$ cat config.mk
export PLATFORM = sky130hd
export DESIGN_NAME = cumulative_bucket_histogram_core
export DESIGN_NICKNAME = d
export VERILOG_FILES = /design/src/rtl/cbh_pkg.sv /design/src/rtl/cbh_ctrl.sv /design/src/rtl/cbh_datapath.sv /design/src/rtl/cumulative_bucket_histogram_core.sv
export VERILOG_INCLUDE_DIRS = /design/src /design/src/rtl
export SDC_FILE = /design/constraint.sdc
export NUM_CORES = 2
export LEC_CHECK = 0
export BUFFER_PORTS_ARGS = -buffer_cell sky130_fd_sc_hd__buf_4
export CORE_AREA = 2 2 418 420
export CTS_BUF_LIST = sky130_fd_sc_hd__clkbuf_8
export CTS_CLUSTER_SIZE = 25
export DETAILED_ROUTE_END_ITERATION = 8
export DIE_AREA = 0 0 420 422
export PLACE_DENSITY = 0.82
export SYNTH_ARGS = -nofsm -noshare
export SYNTH_HDL_FRONTEND = slang
export SYNTH_SLANG_ARGS = --single-unit
$ cat constraint.sdc
create_clock -name aclk -period 10.54 [get_ports aclk]
set_clock_uncertainty 0.2 [all_clocks]
set_input_delay 1.581 -clock aclk [delete_from_list [all_inputs] [get_ports aclk]]
set_output_delay 1.581 -clock aclk [all_outputs]
set_load 0.01 [all_outputs]
$ cat src/rtl/assert_macros.svh
// Assertion macros used by the histogram controller.
`ifndef ASSERT_MACROS_SVH
`define ASSERT_MACROS_SVH

// Same-cycle implication, disabled while reset is asserted (active low).
`define CBH_ASSERT_IMPLY(lbl, clk, rstn, ante, cons, msg) \
    lbl: assert property (@(posedge clk) disable iff (!rstn) (ante) |-> (cons)) \
        else $error(msg);

// Next-cycle implication, disabled while reset is asserted (active low).
`define CBH_ASSERT_NEXT(lbl, clk, rstn, ante, cons, msg) \
    lbl: assert property (@(posedge clk) disable iff (!rstn) (ante) |=> (cons)) \
        else $error(msg);

`endif

$ cat src/rtl/cbh_pkg.sv
// Shared types and constants for the cumulative bucket histogram.
package cbh_pkg;

    localparam int MAX_BOUNDS_DEF  = 16;
    localparam int VALUE_WIDTH_DEF = 32;

    localparam int KIND_W    = 2;
    localparam int SLOT_W    = 4;
    localparam int COUNT_W   = 64;
    localparam int SUM_W     = 64;
    localparam int CFG_BIU_W = 5;
    localparam int PADDR_W   = 3;
    localparam int PDATA_W   = 32;

    // Register index, taken from paddr[PADDR_W-1:2].
    localparam logic [PADDR_W-3:0] REG_BOUNDS_IN_USE = '0;

    typedef enum logic [KIND_W-1:0] {
        KIND_LOAD     = 2'd0,
        KIND_OBSERVE  = 2'd1,
        KIND_SNAPSHOT = 2'd2
    } kind_t;

    typedef enum logic [2:0] {
        ST_IDLE,
        ST_OBS_CNT,
        ST_OBS_RD,
        ST_OBS_WR,
        ST_SNAP_RD,
        ST_SNAP_ACC
    } state_t;

    typedef enum logic [2:0] {
        EMIT_NONE,
        EMIT_OBS_OK,
        EMIT_OBS_ERR,
        EMIT_SNAP_MID,
        EMIT_SNAP_LAST
    } emit_t;

    typedef struct packed {
        logic  load_bound;   // write boundary slot from the input beat
        logic  capture;      // latch observe value and compare bank
        logic  snap_init;    // clear snapshot index and running total
        logic  cnt_idx;      // turn compare vector into bucket index
        logic  rd_obs;       // read count memory at bucket index
        logic  rd_snap;      // read count memory at snapshot index
        logic  cnt_wr;       // write incremented count, update sum
        logic  snap_step;    // fold read count into total, advance index
        emit_t emit;         // load output register
    } cmd_t;

    typedef struct packed {
        logic unsorted;
        logic snap_in_range;
        logic snap_at_end;
    } sts_t;

endpackage

$ cat src/rtl/cbh_ctrl.sv
// Controller state machine and output-valid register of the histogram.
`include "assert_macros.svh"

module cbh_ctrl (
    input  logic                        aclk,
    input  logic                        aresetn,
    input  logic                        s_valid,
    input  logic [cbh_pkg::KIND_W-1:0]  s_kind,
    output logic                        s_ready,
    output logic                        m_valid,
    input  logic                        m_ready,
    input  cbh_pkg::sts_t               sts_i,
    output cbh_pkg::cmd_t               cmd_o
);
    import cbh_pkg::*;

    state_t state_reg, state_next;
    logic   m_valid_reg, m_valid_next;
    logic   out_free;

    assign out_free = !m_valid_reg || m_ready;
    assign m_valid  = m_valid_reg;
    assign s_ready  = (state_reg == ST_IDLE);

    always_ff @(posedge aclk) begin
        if (!aresetn) begin
            state_reg   <= ST_IDLE;
            m_valid_reg <= 1'b0;
        end else begin
            state_reg   <= state_next;
            m_valid_reg <= m_valid_next;
        end
    end

    always_comb begin
        state_next = state_reg;
        cmd_o      = '0;
        cmd_o.emit = EMIT_NONE;
        unique case (state_reg)
            ST_IDLE: begin
                if (s_valid) begin
                    unique case (kind_t'(s_kind))
                        KIND_LOAD: begin
                            cmd_o.load_bound = 1'b1;
                        end
                        KIND_OBSERVE: begin
                            cmd_o.capture = 1'b1;
                            state_next    = ST_OBS_CNT;
                        end
                        KIND_SNAPSHOT: begin
                            cmd_o.snap_init = 1'b1;
                            state_next      = ST_SNAP_RD;
                        end
                        default: ;
                    endcase
                end
            end
            ST_OBS_CNT: begin
                cmd_o.cnt_idx = 1'b1;
                state_next    = ST_OBS_RD;
            end
            ST_OBS_RD: begin
                if (sts_i.unsorted) begin
                    if (out_free) begin
                        cmd_o.emit = EMIT_OBS_ERR;
                        state_next = ST_IDLE;
                    end
                end else begin
                    cmd_o.rd_obs = 1'b1;
                    state_next   = ST_OBS_WR;
                end
            end
            ST_OBS_WR: begin
                if (out_free) begin
                    cmd_o.cnt_wr = 1'b1;
                    cmd_o.emit   = EMIT_OBS_OK;
                    state_next   = ST_IDLE;
                end
            end
            ST_SNAP_RD: begin
                cmd_o.rd_snap = 1'b1;
                state_next    = ST_SNAP_ACC;
            end
            ST_SNAP_ACC: begin
                priority if (sts_i.snap_at_end) begin
                    if (out_free) begin
                        cmd_o.emit = EMIT_SNAP_LAST;
                        state_next = ST_IDLE;
                    end
                end else if (sts_i.snap_in_range) begin
                    if (out_free) begin
                        cmd_o.emit      = EMIT_SNAP_MID;
                        cmd_o.snap_step = 1'b1;
                        state_next      = ST_SNAP_RD;
                    end
                end else begin
                    // bucket above the in-use count: fold in silently
                    cmd_o.snap_step = 1'b1;
                    state_next      = ST_SNAP_RD;
                end
            end
            default: begin
                state_next = ST_IDLE;
            end
        endcase
    end

    always_comb begin
        if (cmd_o.emit != EMIT_NONE) begin
            m_valid_next = 1'b1;
        end else if (m_ready) begin
            m_valid_next = 1'b0;
        end else begin
            m_valid_next = m_valid_reg;
        end
    end

    `CBH_ASSERT_IMPLY(a_emit_slot_free, aclk, aresetn, cmd_o.emit != EMIT_NONE, out_free, "result overwrote a waiting beat")
    `CBH_ASSERT_IMPLY(a_wr_with_result, aclk, aresetn, cmd_o.cnt_wr, cmd_o.emit == EMIT_OBS_OK, "count write without observe result")
    `CBH_ASSERT_NEXT(a_snap_starts, aclk, aresetn, s_valid && s_ready && s_kind == KIND_SNAPSHOT, state_reg == ST_SNAP_RD, "snapshot did not start")

endmodule

$ cat src/rtl/cbh_datapath.sv
// Datapath: boundary bank, compare bank, count memory, sum and output register.
module cbh_datapath #(
    parameter int MAX_BOUNDS  = cbh_pkg::MAX_BOUNDS_DEF,
    parameter int VALUE_WIDTH = cbh_pkg::VALUE_WIDTH_DEF,
    parameter int IDX_W       = $clog2(MAX_BOUNDS + 1)
) (
    input  logic                              aclk,
    input  logic                              aresetn,
    input  logic [IDX_W-1:0]                  n_i,
    input  logic [cbh_pkg::SLOT_W-1:0]        s_slot,
    input  logic signed [VALUE_WIDTH-1:0]     s_value,
    input  cbh_pkg::cmd_t                     cmd_i,
    output cbh_pkg::sts_t                     sts_o,
    output logic                              m_status,
    output logic [IDX_W-1:0]                  m_bucket_index,
    output logic [cbh_pkg::COUNT_W-1:0]       m_cum_count,
    output logic signed [VALUE_WIDTH-1:0]     m_bucket_bound,
    output logic                              m_is_infinite,
    output logic signed [cbh_pkg::SUM_W-1:0]  m_total_sum,
    output logic                              m_last
);
    import cbh_pkg::*;

    localparam int BND_AW = (MAX_BOUNDS > 1) ? $clog2(MAX_BOUNDS) : 1;
    localparam int DEPTH  = MAX_BOUNDS + 1;
    localparam logic signed [SUM_W-1:0] SUM_MAX = {1'b0, {(SUM_W-1){1'b1}}};
    localparam logic signed [SUM_W-1:0] SUM_MIN = {1'b1, {(SUM_W-1){1'b0}}};

    // boundary bank: undefined until loaded
    logic signed [VALUE_WIDTH-1:0] bound_reg [MAX_BOUNDS];

    logic signed [VALUE_WIDTH-1:0] val_reg;
    logic [MAX_BOUNDS-1:0]         lt_reg, lt_next;
    logic                          unsorted_reg, unsorted_next;
    logic [IDX_W-1:0]              bucket_reg;

    // count memory with reset-cleared valid bits
    logic [COUNT_W-1:0] cnt_mem [DEPTH];
    logic [DEPTH-1:0]   cnt_vld_reg;
    logic [COUNT_W-1:0] rd_data_reg;
    logic               rd_vld_reg;
    logic [IDX_W-1:0]   rd_addr;
    logic [COUNT_W-1:0] rd_eff, cnt_inc;

    logic [IDX_W-1:0]   snap_idx_reg;
    logic [COUNT_W-1:0] cum_reg, cum_next;
    logic [COUNT_W:0]   cum_sum;

    logic signed [SUM_W-1:0] sum_reg, sum_add, sum_raw, sum_sat;
    logic                    sum_ovf;

    // compare bank and ordering check on the incoming observe value
    always_comb begin
        lt_next       = '0;
        unsorted_next = 1'b0;
        for (int i = 0; i < MAX_BOUNDS; i++) begin
            lt_next[i] = (i < int'(n_i)) && (bound_reg[i] < s_value);
        end
        for (int i = 0; i + 1 < MAX_BOUNDS; i++) begin
            if ((i + 1 < int'(n_i)) && (bound_reg[i] >= bound_reg[i+1])) begin
                unsorted_next = 1'b1;
            end
        end
    end

    always_ff @(posedge aclk) begin
        if (cmd_i.load_bound && (int'(s_slot) < MAX_BOUNDS)) begin
            bound_reg[BND_AW'(s_slot)] <= s_value;
        end
        if (cmd_i.capture) begin
            val_reg      <= s_value;
            lt_reg       <= lt_next;
            unsorted_reg <= unsorted_next;
        end
        if (cmd_i.cnt_idx) begin
            bucket_reg <= IDX_W'($countones(lt_reg));
        end
    end

    assign rd_addr = cmd_i.rd_snap ? snap_idx_reg : bucket_reg;
    assign rd_eff  = rd_vld_reg ? rd_data_reg : '0;
    assign cnt_inc = (&rd_eff) ? rd_eff : rd_eff + COUNT_W'(1);

    always_ff @(posedge aclk) begin
        if (cmd_i.cnt_wr) begin
            cnt_mem[bucket_reg] <= cnt_inc;
        end
        if (cmd_i.rd_obs || cmd_i.rd_snap) begin
            rd_data_reg <= cnt_mem[rd_addr];
            rd_vld_reg  <= cnt_vld_reg[rd_addr];
        end
    end

    always_ff @(posedge aclk) begin
        if (!aresetn) begin
            cnt_vld_reg <= '0;
        end else if (cmd_i.cnt_wr) begin
            cnt_vld_reg[bucket_reg] <= 1'b1;
        end
    end

    // saturating running sum
    assign sum_add = SUM_W'(val_reg);
    assign sum_raw = sum_reg + sum_add;
    assign sum_ovf = (sum_reg[SUM_W-1] == sum_add[SUM_W-1])
                     && (sum_raw[SUM_W-1] != sum_reg[SUM_W-1]);
    assign sum_sat = sum_ovf ? (sum_add[SUM_W-1] ? SUM_MIN : SUM_MAX) : sum_raw;

    always_ff @(posedge aclk) begin
        if (!aresetn) begin
            sum_reg <= '0;
        end else if (cmd_i.cnt_wr) begin
            sum_reg <= sum_sat;
        end
    end

    // snapshot walk
    assign cum_sum  = {1'b0, cum_reg} + {1'b0, rd_eff};
    assign cum_next = cum_sum[COUNT_W] ? '1 : cum_sum[COUNT_W-1:0];

    always_ff @(posedge aclk) begin
        if (!aresetn) begin
            snap_idx_reg <= '0;
        end else if (cmd_i.snap_init) begin
            snap_idx_reg <= '0;
        end else if (cmd_i.snap_step) begin
            snap_idx_reg <= snap_idx_reg + IDX_W'(1);
        end
    end

    always_ff @(posedge aclk) begin
        if (cmd_i.snap_init) begin
            cum_reg <= '0;
        end else if (cmd_i.snap_step) begin
            cum_reg <= cum_next;
        end
    end

    assign sts_o.unsorted      = unsorted_reg;
    assign sts_o.snap_in_range = (snap_idx_reg < n_i);
    assign sts_o.snap_at_end   = (snap_idx_reg == IDX_W'(MAX_BOUNDS));

    // output register
    always_ff @(posedge aclk) begin
        unique case (cmd_i.emit)
            EMIT_OBS_OK: begin
                m_status       <= 1'b0;
                m_bucket_index <= bucket_reg;
                m_cum_count    <= '0;
                m_bucket_bound <= '0;
                m_is_infinite  <= 1'b0;
                m_total_sum    <= '0;
                m_last         <= 1'b1;
            end
            EMIT_OBS_ERR: begin
                m_status       <= 1'b1;
                m_bucket_index <= '0;
                m_cum_count    <= '0;
                m_bucket_bound <= '0;
                m_is_infinite  <= 1'b0;
                m_total_sum    <= '0;
                m_last         <= 1'b1;
            end
            EMIT_SNAP_MID: begin
                m_status       <= 1'b0;
                m_bucket_index <= snap_idx_reg;
                m_cum_count    <= cum_next;
                m_bucket_bound <= bound_reg[BND_AW'(snap_idx_reg)];
                m_is_infinite  <= 1'b0;
                m_total_sum    <= '0;
                m_last         <= 1'b0;
            end
            EMIT_SNAP_LAST: begin
                m_status       <= 1'b0;
                m_bucket_index <= n_i;
                m_cum_count    <= cum_next;
                m_bucket_bound <= '0;
                m_is_infinite  <= 1'b1;
                m_total_sum    <= sum_reg;
                m_last         <= 1'b1;
            end
            default: ;
        endcase
    end

endmodule

$ cat src/rtl/cumulative_bucket_histogram_core.sv
// Top level of the cumulative bucket histogram: APB register, controller, datapath.
//
// Cumulative bucket histogram. Input beats carry a kind: load writes one
// signed boundary word into a slot (no result), observe finds the bucket of
// a signed fixed-point value (number of in-use boundaries strictly below it),
// bumps that bucket's 64-bit count and adds the value to a saturating 64-bit
// sum, and snapshot streams the cumulative count of every bounded bucket
// followed by the top bucket, which carries the sum and has m_last set.
// An observe against boundaries that are not strictly increasing returns
// status 1 and changes nothing. The in-use boundary count is an APB register
// at offset 0; it must only be written while the block is idle. Boundaries
// that are in use must be loaded before an observe or snapshot. A load or an
// unused kind is handled in the accept step alone; an observe steps through
// accept, bucket count, count memory read and write back, and a rejected one
// ends at the read step without a read or write back. A snapshot runs a
// read-then-accumulate walk over the single-port count memory, which visits
// every bucket including the ones above the in-use count. A stalled output holds the controller in its emitting step.
// One item is worked on at a time; the next beat is accepted while the last
// result still waits in the output register. Counts are cleared by reset
// through per-bucket valid bits, so no clearing pass is needed.
module cumulative_bucket_histogram_core #(
    parameter int MAX_BOUNDS  = cbh_pkg::MAX_BOUNDS_DEF,
    parameter int VALUE_WIDTH = cbh_pkg::VALUE_WIDTH_DEF
) (
    input  logic                                   aclk,
    input  logic                                   aresetn,
    // APB configuration port
    input  logic                                   psel,
    input  logic                                   penable,
    input  logic                                   pwrite,
    input  logic [cbh_pkg::PADDR_W-1:0]            paddr,
    input  logic [cbh_pkg::PDATA_W-1:0]            pwdata,
    output logic [cbh_pkg::PDATA_W-1:0]            prdata,
    output logic                                   pready,
    // input beats
    input  logic                                   s_valid,
    output logic                                   s_ready,
    input  logic [cbh_pkg::KIND_W-1:0]             s_kind,
    input  logic [cbh_pkg::SLOT_W-1:0]             s_slot,
    input  logic signed [VALUE_WIDTH-1:0]          s_value,
    // result beats
    output logic                                   m_valid,
    input  logic                                   m_ready,
    output logic                                   m_status,
    output logic [$clog2(MAX_BOUNDS+1)-1:0]        m_bucket_index,
    output logic [cbh_pkg::COUNT_W-1:0]            m_cum_count,
    output logic signed [VALUE_WIDTH-1:0]          m_bucket_bound,
    output logic                                   m_is_infinite,
    output logic signed [cbh_pkg::SUM_W-1:0]       m_total_sum,
    output logic                                   m_last
);
    import cbh_pkg::*;

    localparam int IDX_W = $clog2(MAX_BOUNDS + 1);
    // register is at least as wide as the configured field, wider if needed
    localparam int BIU_W = (IDX_W > CFG_BIU_W) ? IDX_W : CFG_BIU_W;

    logic [BIU_W-1:0] bounds_reg;
    logic [IDX_W-1:0] n_active;
    logic             reg_sel;
    logic             cfg_wr;
    cmd_t             cmd;
    sts_t             sts;

    // APB: zero wait states, register written on the access phase
    assign pready  = 1'b1;
    assign reg_sel = (paddr[PADDR_W-1:2] == REG_BOUNDS_IN_USE);
    assign cfg_wr  = psel && penable && pwrite && pready && reg_sel;
    assign prdata  = reg_sel ? PDATA_W'(bounds_reg) : '0;

    always_ff @(posedge aclk) begin
        if (!aresetn) begin
            bounds_reg <= '0;
        end else if (cfg_wr) begin
            bounds_reg <= pwdata[BIU_W-1:0];
        end
    end

    // counts above the bank size act as a full bank
    assign n_active = (bounds_reg > BIU_W'(MAX_BOUNDS)) ? IDX_W'(MAX_BOUNDS)
                                                        : IDX_W'(bounds_reg);

    cbh_ctrl u_ctrl (
        .aclk    (aclk),
        .aresetn (aresetn),
        .s_valid (s_valid),
        .s_kind  (s_kind),
        .s_ready (s_ready),
        .m_valid (m_valid),
        .m_ready (m_ready),
        .sts_i   (sts),
        .cmd_o   (cmd)
    );

    cbh_datapath #(
        .MAX_BOUNDS  (MAX_BOUNDS),
        .VALUE_WIDTH (VALUE_WIDTH),
        .IDX_W       (IDX_W)
    ) u_datapath (
        .aclk           (aclk),
        .aresetn        (aresetn),
        .n_i            (n_active),
        .s_slot         (s_slot),
        .s_value        (s_value),
        .cmd_i          (cmd),
        .sts_o          (sts),
        .m_status       (m_status),
        .m_bucket_index (m_bucket_index),
        .m_cum_count    (m_cum_count),
        .m_bucket_bound (m_bucket_bound),
        .m_is_infinite  (m_is_infinite),
        .m_total_sum    (m_total_sum),
        .m_last         (m_last)
    );

endmodule
=== Word-level counts from Yosys, hierarchy flattened ===
Memories as Yosys holds them, arrays and structs flattened. A register that Yosys moved wholly into a read port is not among the register bits.
Index checks and enable logic that the tools add are counted.

* Latch bits: 0
* Bits in registers: 382
* RAM bits: 1,600
* Output and inout port bits: 203
* ROM bits: 0
* Input port bits: 80
* Memories kept: 2
* Word-level logic and storage cells: 227

{| class="wikitable"
|+ Memories
! name !! words !! width !! rd ports !! clocked after memory_dff !! wr ports !! RTL line !! text
|-
| u_datapath.cnt_mem || 17 || 64 || 1 || 1 || 1 || cbh_datapath.sv:38 || <nowiki>logic [COUNT_W-1:0] cnt_mem [DEPTH];</nowiki>
|-
| u_datapath.bound_reg || 16 || 32 || 17 || 1 || 1 || cbh_datapath.sv:30 || <nowiki>logic signed [VALUE_WIDTH-1:0] bound_reg [MAX_BOUNDS];</nowiki>
|}

* Divide/modulo/power cells: 0
* Shifts and indexed selects: 0
* Eq/ne operators: 17
* Bitwise operators: 3
* Magnitude comparators: 52
* Multiplexer cells: 58
* Reduce and logical (&&, ||, !) cells: 57
* $mul: 0
* Add/subtract/negate cells: 19

{| class="wikitable"
|+ Operators with widths
! kind !! count
|-
| $lt 32x32->1 || 16
|-
| $ge 32x32->1 || 15
|-
| $mux 64 || 5
|-
| $pmux 64 s2 || 2
|-
| $add 64x64->65 || 1
|-
| $add 64x1->64 const B || 1
|-
| $add 64x32->64 || 1
|-
| $pmux 32 s2 || 1
|-
| $reduce_and 64->1 || 1
|-
| $lt 4x5->1 const A || 8
|-
| $logic_and 1x1->1 || 36
|-
| $mux 3 || 12
|-
| $add 5x5->5 || 7
|-
| $mux 1 || 22
|-
| $lt 3x5->1 const A || 4
|-
| $pmux 5 s4 || 1
|-
| $pmux 3 s6 || 1
|-
| $or 17x17->17 || 1
|-
| $add 1x1->2 || 8
|-
| $mux 5 || 3
|-
| $reduce_or 14->1 || 1
|-
| $eq 3x2->1 const B || 4
|-
| $lt 5x6->1 const B || 2
|-
| $mux 4 || 3
|-
| other kinds (33) || 50
|}

=== Longest topological paths before layout ===
* Depth after elaboration: 9
* Mapped depth: 20

=== By module ===
A second synthesis with hierarchy kept.

* Cells, all modules: 9,264
* Area, all modules: 111,025.2 sq um

{| class="wikitable"
|+ By module, submodules not included
! module !! area each (sq um) !! cells each !! instances
|-
| cbh_datapath || 110,074.3 || 9,146 || 1
|-
| cumulative_bucket_histogram_core || 503.0 || 63 || 1
|-
| cbh_ctrl || 447.9 || 55 || 1
|}

=== Least setup slack after synthesis ===
Ideal clock, no wire load.

* Kind: input port to flip-flop
* From: input port m_ready
* To: memory u_datapath.cnt_mem[4][0] (enable)
* Arrival time: 7,025 ps
* Cell stages on the path: 6
* Setup slack: 2,748 ps
* Setup time: 567 ps
* Path buffers: 1
* Data required time: 9,773 ps
* Path through: nor2b_1 -> clkbuf_1 -> nor3_1 -> nor2b_1 -> nand3b_1 -> nor3_1

* Word-level cells in the longest chain between the ends: 5

{| class="wikitable"
|+ Ends and longest elaborated chain
! element !! RTL line !! text
|-
| start: declaration || cumulative_bucket_histogram_core.sv:43 || <nowiki>input logic m_ready,</nowiki>
|-
| $logic_or 1x1->1 || cbh_ctrl.sv:21 || <nowiki>assign out_free = !m_valid_reg || m_ready;</nowiki>
|-
| $mux 1 || cbh_ctrl.sv:74 || <nowiki>if (out_free) begin</nowiki>
|-
| $mux 1 || cbh_ctrl.sv:39 || <nowiki>unique case (state_reg)</nowiki>
|-
| $mux 1 || cbh_datapath.sv:85 || <nowiki>if (cmd_i.cnt_wr) begin</nowiki>
|-
| $mux 1 (implied by the code) || cbh_datapath.sv:86 || <nowiki>cnt_mem[bucket_reg] <= cnt_inc;</nowiki>
|-
| end: declaration || cbh_datapath.sv:38 ||
|}

No other way between the ends.

=== Final worst setup path ===
* From: register u_datapath.rd_vld_reg
* To: memory u_datapath.cnt_mem[6][60], data pin

* Word-level cells in the longest chain between the ends: 3

{| class="wikitable"
|+ Ends and longest elaborated chain
! element !! RTL line !! text
|-
| start: declaration || cbh_datapath.sv:41 || <nowiki>logic rd_vld_reg;</nowiki>
|-
| start signal: assignment || cbh_datapath.sv:90 || <nowiki>rd_vld_reg <= cnt_vld_reg[rd_addr];</nowiki>
|-
| $mux 64 * || cbh_datapath.sv:81 || <nowiki>assign rd_eff = rd_vld_reg ? rd_data_reg : '0;</nowiki>
|-
| $add 64x1->64 or $reduce_and 64->1 (tied branches) || cbh_datapath.sv:82 || <nowiki>assign cnt_inc = (&rd_eff) ? rd_eff : rd_eff + COUNT_W'(1);</nowiki>
|-
| $mux 64 * || cbh_datapath.sv:82 ||
|-
| via u_datapath.cnt_inc[60] || cbh_datapath.sv:43 || <nowiki>logic [COUNT_W-1:0] rd_eff, cnt_inc;</nowiki>
|}

The timed path passes the listed nets; every way through them passes the cells marked *.

==> results.txt <==
- Counting flops and latches in the post-synthesis netlist gives 2,050.
* Worst-path maximum fanout: 67
- In the routed design, unresolved DRC markers number 0.
- Final Setup Violations: 0
- During synthesis, Yosys emitted a total of 0 warnings.
- Final period demand of the worst path: 6.432 ns
- Setup repair after global routing left no endpoint under its margin.
- Vias in the first global route: 80,197
- Largest net degree at the start of global routing: 232
- Placed wire-length estimate after detailed placement: 224.4 mm
- In this run, the number of DRC markers left after iteration 0 of detailed routing was 10,312.
- Slew Viols, Final: 18
* Number of hold-repair buffers added at the cts stage: 0
* Gate family responsible for the most delay along the worst path: simple AND/OR/NAND/NOR gates
- The worst hold path begins at u_datapath.cnt_vld_reg[3]$_SDFFE_PN0P_.
* Cell with the largest stage delay on the worst path: sky130_fd_sc_hd__xnor2_1
* Clk buf depth: 4
* Final wirelength: 331.3 mm
- TritonCTS created 345 clock buffers.
- By startpoint and endpoint, the worst setup path is classified as flip-flop to flip-flop.
- After synthesis, flip-flops and latches occupy 53.75% of the total area.
- Summed over all cells, the static leakage comes to 0.04841 µW.
- The tree is rooted in a sky130_fd_sc_hd__clkbuf_8.
- The run finished, with violations left.
* Reg clk slew, reported paths: 0.07 ns
- Buffer and inverter count on the worst path: 2
- Critical path capture point type: flip-flop
* HP Class: flip-flop to flip-flop
- Count of unique library cells instantiated by Yosys: 118
- Summing the areas of all xor and xnor instances in the mapped netlist gives 1.414% of the synthesized area.
* Capture endpoint of the worst hold path: u_datapath.cnt_vld_reg[3]$_SDFFE_PN0P_
- Slew of the pin with the lowest slew margin: 1.522 ns
- Synthesized instance count: 9,329
- Avg WL per Cell: 27.16 µm
- Global-route wire length before repair: 488.6 mm
* Peak supply drop: 0.0001959 V
- In this run the critical register-to-register path is captured at u_datapath.cnt_mem[6][60]$_DFFE_PP_.
- Among the stages of the critical path, the cell type that occurs most often is sky130_fd_sc_hd__nand4_1.
- Starting density of the core: 64.50%
- Total placed instance area: 115,600 µm²
- Across all register-to-register paths, the minimum setup slack is 4.11 ns.
- Once the clock tree was built, the resizer swapped 0 gates to a different size.
- In this design, the stage delay of the slowest critical-path cell is 0.90 ns.
* Area inside the core boundary: 172,900 µm²
* Std cell rows: 153
* Combinational family with the most area after synthesis: compound AO/OA/AOI/OAI gates
- Maximum level of the CTS H-tree: 5
- Depth of the worst register-to-register path: 13
* Final instance area: 122,000 µm²
- Of the post-synthesis cell area, the part taken by muxes is 3.465%.
* Total die area: 177,200 µm²
- In this run the power density over the cells is 159.7 nW/µm².
- Post-synthesis async set-or-reset flop share: 0%
- Worst-skew pair later-pin latency: 1.11 ns
- Peak clock frequency supported by timing: 0.1555 GHz
* Final-stage net count: 10,832
- Layout area overhead: 9.378%
* Fraction of the mapped netlist area in adder cells: 12.89%
* Synth Cell Area: 111,500 µm²
- CTS tree: yes
* Placer congestion estimate: 1.030
- Crit share post-route: 61.03%
- Flip-flop count of the largest register, all copies and words added: 1,088
- Buffers added to address setup during post-CTS repair amount to 0.
* Headroom to the max-slew limit: -2.178%
- Of the cells placed in the final design, the portion with a size suffix greater than 1 is 10.88%.
- The synthesized design contains 1,887 enable-type register cells.
* Max-capacitance violation count: 1
* Number of antenna violations at the first check in global routing: 19
* CP required: 11.03 ns
- Overall routing resource usage: 36.90%
- Cell-by-cell listing of the critical path: buf_4 > nand2_1 > inv_1 > ha_1 > nand4_1 > or4_4 > nor4_4 > nand2_2 > a21oi_4 > nand4_1 > nor3_1 > nand4_1 > xnor2_1
- Summing over every cut layer, the via total after detailed routing is 81,627.
- The first detailed-routing pass ran for 9 iterations.
* Antenna Violating Nets Remaining: 0
* DIE HEIGHT: 422 µm
- The most used flip-flop cell after synthesis is sky130_fd_sc_hd__edfxtp_1.
* Total Neg Setup Slack: 0 ns
- In this run the count of I/O pins placed on the die edge is 283.
- Data arrival, critical path: 6.92 ns
- Measured along the x axis, the die boundary spans 420 µm.
* Clk sinks: 2,050
- The worst setup path is launched from a flip-flop.
- Start of the worst register-to-register path: u_datapath.rd_vld_reg$_DFFE_PP_
- Global routing finished with a remaining overflow of 0.
- Summing the areas of all and, or, nand and nor instances in the mapped netlist gives 10.71% of the synthesized area.
- During placement, the flow inserted port buffers numbering 225.
- Worst hold stages: 1
- Final Hold Viols: 0
- The synthesized netlist devotes 14.02% of its cell area to compound gates.
* Post-detailed-route via-to-cell ratio: 6.693
- Each instance of the synthesized netlist takes up on average 11.95 µm².
- The final reports fail on capacitance limit, slew limit.
how the worst max path moves through the flow:
stage,end,startpoint,depth (start not counted)
CTS,u_datapath.cnt_mem[6][60]$_DFFE_PP_,u_datapath.rd_vld_reg$_DFFE_PP_,13
floorplan,u_datapath.cnt_mem[4][0]$_DFFE_PP_,m_ready,6
detailed placement,u_datapath.cnt_mem[0][9]$_DFFE_PP_,m_ready,9
global route,u_datapath.cnt_mem[2][60]$_DFFE_PP_,u_datapath.rd_vld_reg$_DFFE_PP_,13
finish,u_datapath.cnt_mem[6][60]$_DFFE_PP_,u_datapath.rd_vld_reg$_DFFE_PP_,13
global placement,u_datapath.cnt_mem[0][7]$_DFFE_PP_,m_ready,9
synth_stat cells, drive strengths merged (16+ instances only):
| library cell | instances | share of area [%] |
|---|---|---|
| ha | 1126 | 13 |
| clkbuf | 325 | 1.1 |
| dfxtp | 163 | 2.9 |
| a311oi | 136 | 1.1 |
| o21ai | 303 | 1.4 |
| a21oi | 574 | 2.6 |
| o21a | 44 | 0.30 |
| mux2i | 20 | 0.18 |
| or3 | 26 | 0.15 |
| a21o | 379 | 2.6 |
| o21bai | 37 | 0.25 |
| nand3 | 85 | 0.39 |
| buf | 110 | 0.58 |
| and4 | 20 | 0.17 |
| xor2 | 63 | 0.49 |
| nor2 | 445 | 1.5 |
| nor3 | 78 | 0.36 |
| o211ai | 37 | 0.25 |
| mux4 | 160 | 3.2 |
| nand2 | 796 | 2.7 |
| a31oi | 168 | 0.96 |
| nand4 | 229 | 1.3 |
| inv | 611 | 2.1 |
| xnor2 | 117 | 0.92 |
| and3 | 32 | 0.19 |
| nor4 | 31 | 0.21 |
| a211oi | 482 | 3.3 |
| o31ai | 20 | 0.14 |
| nand2b | 66 | 0.37 |
| or2 | 16 | 0.090 |
| nor2b | 125 | 0.70 |
| a2111oi | 20 | 0.19 |
| edfxtp | 1887 | 51 |
| and2 | 396 | 2.2 |
worst reg2reg max path: cells and delay by family (launching register included):
family / cells / cell delay (ns)
flip-flops: 1 / 0.64
AO/OA/AOI/OAI: 1 / 0.29
AND/OR/NAND/NOR: 8 / 2.80
XOR/XNOR: 1 / 0.90
buffers and inverters: 2 / 0.92
adder cells (fa/ha/maj): 1 / 0.28
layout make-up:
cell class / instances / area [µm²]
Antenna cell: 10 / 25.02
Clock buffer: 368 / 5065
Clock inverter: 228 / 1212
Fill cell: 11690 / 50910
Inverter: 611 / 2293
Multi-Input combinational cell: 6259 / 47860
Sequential cell: 2050 / 59940
Tap cell: 2325 / 2909
Timing Repair Buffer: 345 / 2653
stage by stage:
step | hold WS (ns) | setup slack (ns) | instances | utilization [%] | power (µW)
global placement | 0.2386 | 4.564 | 11589 | 66.88 | 12750
global route | 0.2728 | 3.924 | 12194 | 70.54 | 20160
finish | 0.2566 | 4.108 | 12196 | 70.55 | 19480
detailed placement | 0.2448 | 4.487 | 11589 | 66.88 | 12870
CTS | 0.2580 | 4.460 | 12185 | 70.52 | 19440
floorplan | 0.2325 | 2.748 | 9355 | - | 11810
cells in the final DEF (no fill, tap or decap), types with 114 or more instances in the layout:
cell,instances
sky130_fd_sc_hd__edfxtp_1,1887
sky130_fd_sc_hd__buf_4,340
sky130_fd_sc_hd__nor2b_1,125
sky130_fd_sc_hd__a21o_1,379
sky130_fd_sc_hd__ha_1,1126
sky130_fd_sc_hd__o21ai_0,294
sky130_fd_sc_hd__clkbuf_8,368
sky130_fd_sc_hd__a211oi_1,479
sky130_fd_sc_hd__a311oi_1,136
sky130_fd_sc_hd__nor2_1,415
sky130_fd_sc_hd__a21oi_1,571
sky130_fd_sc_hd__mux4_2,160
sky130_fd_sc_hd__a31oi_1,166
sky130_fd_sc_hd__and2_1,390
sky130_fd_sc_hd__dfxtp_1,159
sky130_fd_sc_hd__xnor2_1,114
sky130_fd_sc_hd__nand2_1,791
sky130_fd_sc_hd__nand4_1,227
sky130_fd_sc_hd__inv_1,717
where the power goes:
part | internal [µW] | switching (µW)
sequential | 9180 | 151
clock | 3450 | 3220
combinational | 1120 | 2350
cells by family after synthesis:
group / after synthesis
buffers and inverters: 1046
and+or+nand+nor: 2392
AOI/OAI and AO/OA: 2334
xor gates and xnor gates: 180
DFF: 2050
muxes: 185
other: 2
adders and majority gates: 1140
layer usage:
| metal | part of all wire (%) | routed length, µm | GRT usage [%] | up-vias |
|---|---|---|---|---|
| li1 | - | - | - | 35929 |
| met1 | 36 | 120900 | 47.10 | 39578 |
| met2 | 45 | 149500 | 56.42 | 4947 |
| met3 | 11 | 34850 | 7.711 | 1157 |
| met4 | 7.8 | 25950 | 25.91 | 16 |
| met5 | 0.034 | 113 | 0 | - |
(Power assumes the default switching activity.)
